==> src/rtl/lpi_ram.sv <==
// Generic simple dual-port RAM: one write port, one read port with registered data.
module lpi_ram #(
   parameter int WIDTH = 8,
   parameter int DEPTH = 16
) (
   input  logic                                      clock,
   input  logic                                      we,
   input  logic [((DEPTH > 1) ? $clog2(DEPTH) : 1)-1:0] waddr,
   input  logic [WIDTH-1:0]                          wdata,
   input  logic                                      re,
   input  logic [((DEPTH > 1) ? $clog2(DEPTH) : 1)-1:0] raddr,
   output logic [WIDTH-1:0]                          rdata
);
   logic [WIDTH-1:0] mem_ff [DEPTH];
   logic [WIDTH-1:0] rdata_ff;

   always_ff @(posedge clock) begin
      if (we) begin
         mem_ff[waddr] <= wdata;
      end
      if (re) begin
         rdata_ff <= mem_ff[raddr];
      end
   end

   assign rdata = rdata_ff;
endmodule

==> config.mk <==
export PLATFORM = sky130hd
export DESIGN_NAME = lpi_ram
export DESIGN_NICKNAME = d
export VERILOG_FILES = /design/src/rtl/lpi_ram.sv
export SDC_FILE = /design/constraint.sdc
export NUM_CORES = 1
export LEC_CHECK = 0
export BUFFER_PORTS_ARGS = -buffer_cell sky130_fd_sc_hd__buf_4
export CORE_MARGIN = 2
export CORE_UTILIZATION = 40
export CTS_CLUSTER_DIAMETER = 200
export CTS_CLUSTER_SIZE = 25
export DETAILED_ROUTE_END_ITERATION = 6
export GPL_TIMING_DRIVEN = 0
export SLEW_MARGIN = 20
export SYNTH_ARGS = -nofsm -noshare
export SYNTH_HDL_FRONTEND = slang
export SYNTH_SLANG_ARGS = --single-unit
==> constraint.sdc <==
create_clock -name clock -period 2.5 [get_ports clock]
set_clock_uncertainty 0.05 [all_clocks]
set_input_delay 0.5 -clock clock [delete_from_list [all_inputs] [get_ports clock]]
set_output_delay 0.5 -clock clock [all_outputs]
set_load 0.05 [all_outputs]
==> impl_results.md <==
* Status: finished clean
* Crit path capture type: register
* Wire per inst at 21.21 um
* Static Leak at 2.105 nW
* Final count of pins violating max slew at 0
* Cells after DPL at 426
* Post-synth top flop: edfxtp_1
* GRT overflow at 0
* HP Class: in2reg
* Worst relative slew slack at 0.4376
* Via Count at 2,356
* Storage element area at 4084 um2
* Max FO, Critical Path at 8
* CTS Sinks at 136
* DRT Wirelength at 9.715 mm
* Clk pin slew, worst setup/hold paths at 0.06 ns
* 1st-pass router iterations at 4
* Die Span Y at 118.3 um
* Post-synthesis register bit count at 136
* Synth Cell Area at 5228 um2
* Post-synth EDFFs at 136
* Worst slew pin tran at 0.8405 ns
* Buffers on Ports at 25
* Ports at 27
* GRT busiest layer: met2
* Multi-input logic area at 1077 um2
* Top cells by area, synth: edfxtp_1 (78%), mux4_2 (7.8%), mux4_1 (7.0%), a22oi_1 (2.3%), nor2_1 (0.93%)
* Post-synth top cells: edfxtp_1 (136), mux4_2 (18), a22oi_1 (16)
* Area Overhead vs Synth at 21.49%
* WP data arrival at 1.82 ns
* Post-Synth Simple-Gate Area at 0.03135
* CTS tree: built
* Mapped Cells at 229
* Max VDD drop at 0.4816 mV
* Die area at 14,000 um2
* Root Driver: clkbuf_16
* Design area at 6351 um2
* Most common cell in the synthesized netlist: edfxtp_1
* FFs w/ async S/R, synth at 0
* Post-DP Area at 5650 um2
* CP Class: in2reg
* Gr usage total at 0.1515
* Multiplexer share of the synthesized area at 0.1479
* Worst-path cell chain: buf_4 -> or3b_2 -> nor2_1
* Syn avg cell area at 22.83 um2
* Layout Nets at 292
* CORE AREA at 12,670 um2
* Largest family of logic cells by synthesized area: multiplexers
* Compound-Gate Fraction of Synth Area at 0.02298
* Hold-fix buffers, CTS at 0
* Largest net degree at the start of global routing at 17
* Distinct cells, synth at 18
* CTS H-tree lvls at 4
* Final setup violation count at 0
* DP Wirelength at 6.175 mm
* # resized after CTS at 0
* DRT iter0 DRCs at 157
* Max incr delay on CP at 0.67 ns
* Vias per std cell at 5.144
* Setup Fix Bufs, Post-CTS at 0
* First-pass GRT wire length at 14.65 mm
* GRT met1 Usage at 0.2047
* ANT cells at 0
* Cell Pwr Density at 908.0 nW/um2
* Post-synth top area share at 0.7812
* Routed Antenna Nets at 0
* Syn nets at 248
* Total CTS buffers at 17
* Seq/Total Area, Yosys at 0.7812
* # rows at 41
* Final Critical Period at 1.837 ns
* Worst setup SP type: input pin
* Starting Density at 0.4126
* Fmax at 544.4 MHz
* Routability cong. at 0.7316
* Slowest CP cell: nor2_1
* Fin crit share at 0.7348
* Die Wd at 118.3 um
* Post-synthesis adder-cell area fraction at 0
* Final hold vios at 0
* Vias in the first global route at 2,384
* Unrepaired setup endpoints after global routing: false
* XOR/XNOR Fraction of Synth Area at 0
* CTS Buffer Depth at 2
* Filler cell count at 1,009
* # DRC at 0
* Yosys warnings at 0
* Met3 Usage GRT at 0.04054
* Non-Filler Instances at 458
* Max_cap viols at 0
* Proportion of layout cells with a drive suffix above 1 at 0.3147
* Met2 Usage GRT at 0.2287
* Pwr Total at 5.767 mW
* Critical Path RT at 2.48 ns
* Initial antenna violation count at 0
* Clock latency on the worst-skew pair at 0.41 ns
* Post-synth top area cell: edfxtp_1
-- where the power goes --
part | total [mW] | switching (mW) | internal (mW)
logic | 0.294 | 0.180 | 0.114
clock network | 2.89 | 0.918 | 1.97
registers | 2.58 | 0.0104 | 2.57
-- registers in the layout, summed over array words and instances (netlist names) --
signal / flops
rdata: 8
mem_ff: 128
-- layout by cell type, fill, tap and decap left out, types with 7 or more instances in the layout --
master	count
a22oi_1	16
buf_4	26
bufinv_16	7
clkbuf_16	17
edfxtp_1	136
mux4_1	14
mux4_2	18
nand2_1	9
nor2_1	13
-- per-layer routing --
layer | wire length [um] | vias up
met5 | 0 | -
met4 | 202 | 0
met3 | 521 | 12
met2 | 4650 | 76
met1 | 4339 | 1198
li1 | - | 1070
-- layout make-up --
cell class                      instances  share of cell area
Clock inverter                         15             0.04334
Timing Repair Buffer                   25             0.02955
Clock buffer                           17             0.06698
Multi-Input combinational cell         83              0.1696
Sequential cell                       136              0.6430
Tap cell                              172             0.03388
Buffer                                 10             0.01359
-- stage by stage --
| stage | utilization | worst slack [ns] | hold slack, ns | TNS [ns] |
|---|---|---|---|---|
| floorplan | - | 0.4571 | 0.5489 | 0 |
| global placement | 0.4444 | -0.1430 | 0.6839 | -1.141 |
| detailed placement | 0.4459 | 0.1768 | 0.6960 | 0 |
| CTS | 0.5012 | 0.6115 | 0.3166 | 0 |
| global route | 0.5012 | 0.6249 | 0.3204 | 0 |
| finish | 0.5012 | 0.6631 | 0.3262 | 0 |
-- cells by family (layout without fill, tap and decap cells) --
group,after synthesis,in the layout
buffers and inverters,10,67
muxes,32,32
DFF,136,136
and+or+nand+nor,35,35
AOI/OAI and AO/OA,16,16
-- worst max-delay path: cells and delay by family --
kind | cells | cell delay, ns
AND/OR/NAND/NOR | 2 | 1.20
buffers and inverters | 1 | 0.12
-- path summary, 6_finish.rpt --
path / from / end / slack (ns) / depth (start not counted)
max reg2reg: mem_ff[6][7] / rdata[7] / 0.89 / 3
max: waddr[2] / mem_ff[2][1] / 0.66 / 3
min reg2reg: mem_ff[8][1] / rdata[1] / 0.71 / 3
min: re / rdata[1] / 0.33 / 1
Power figures use the tool's default switching activity.
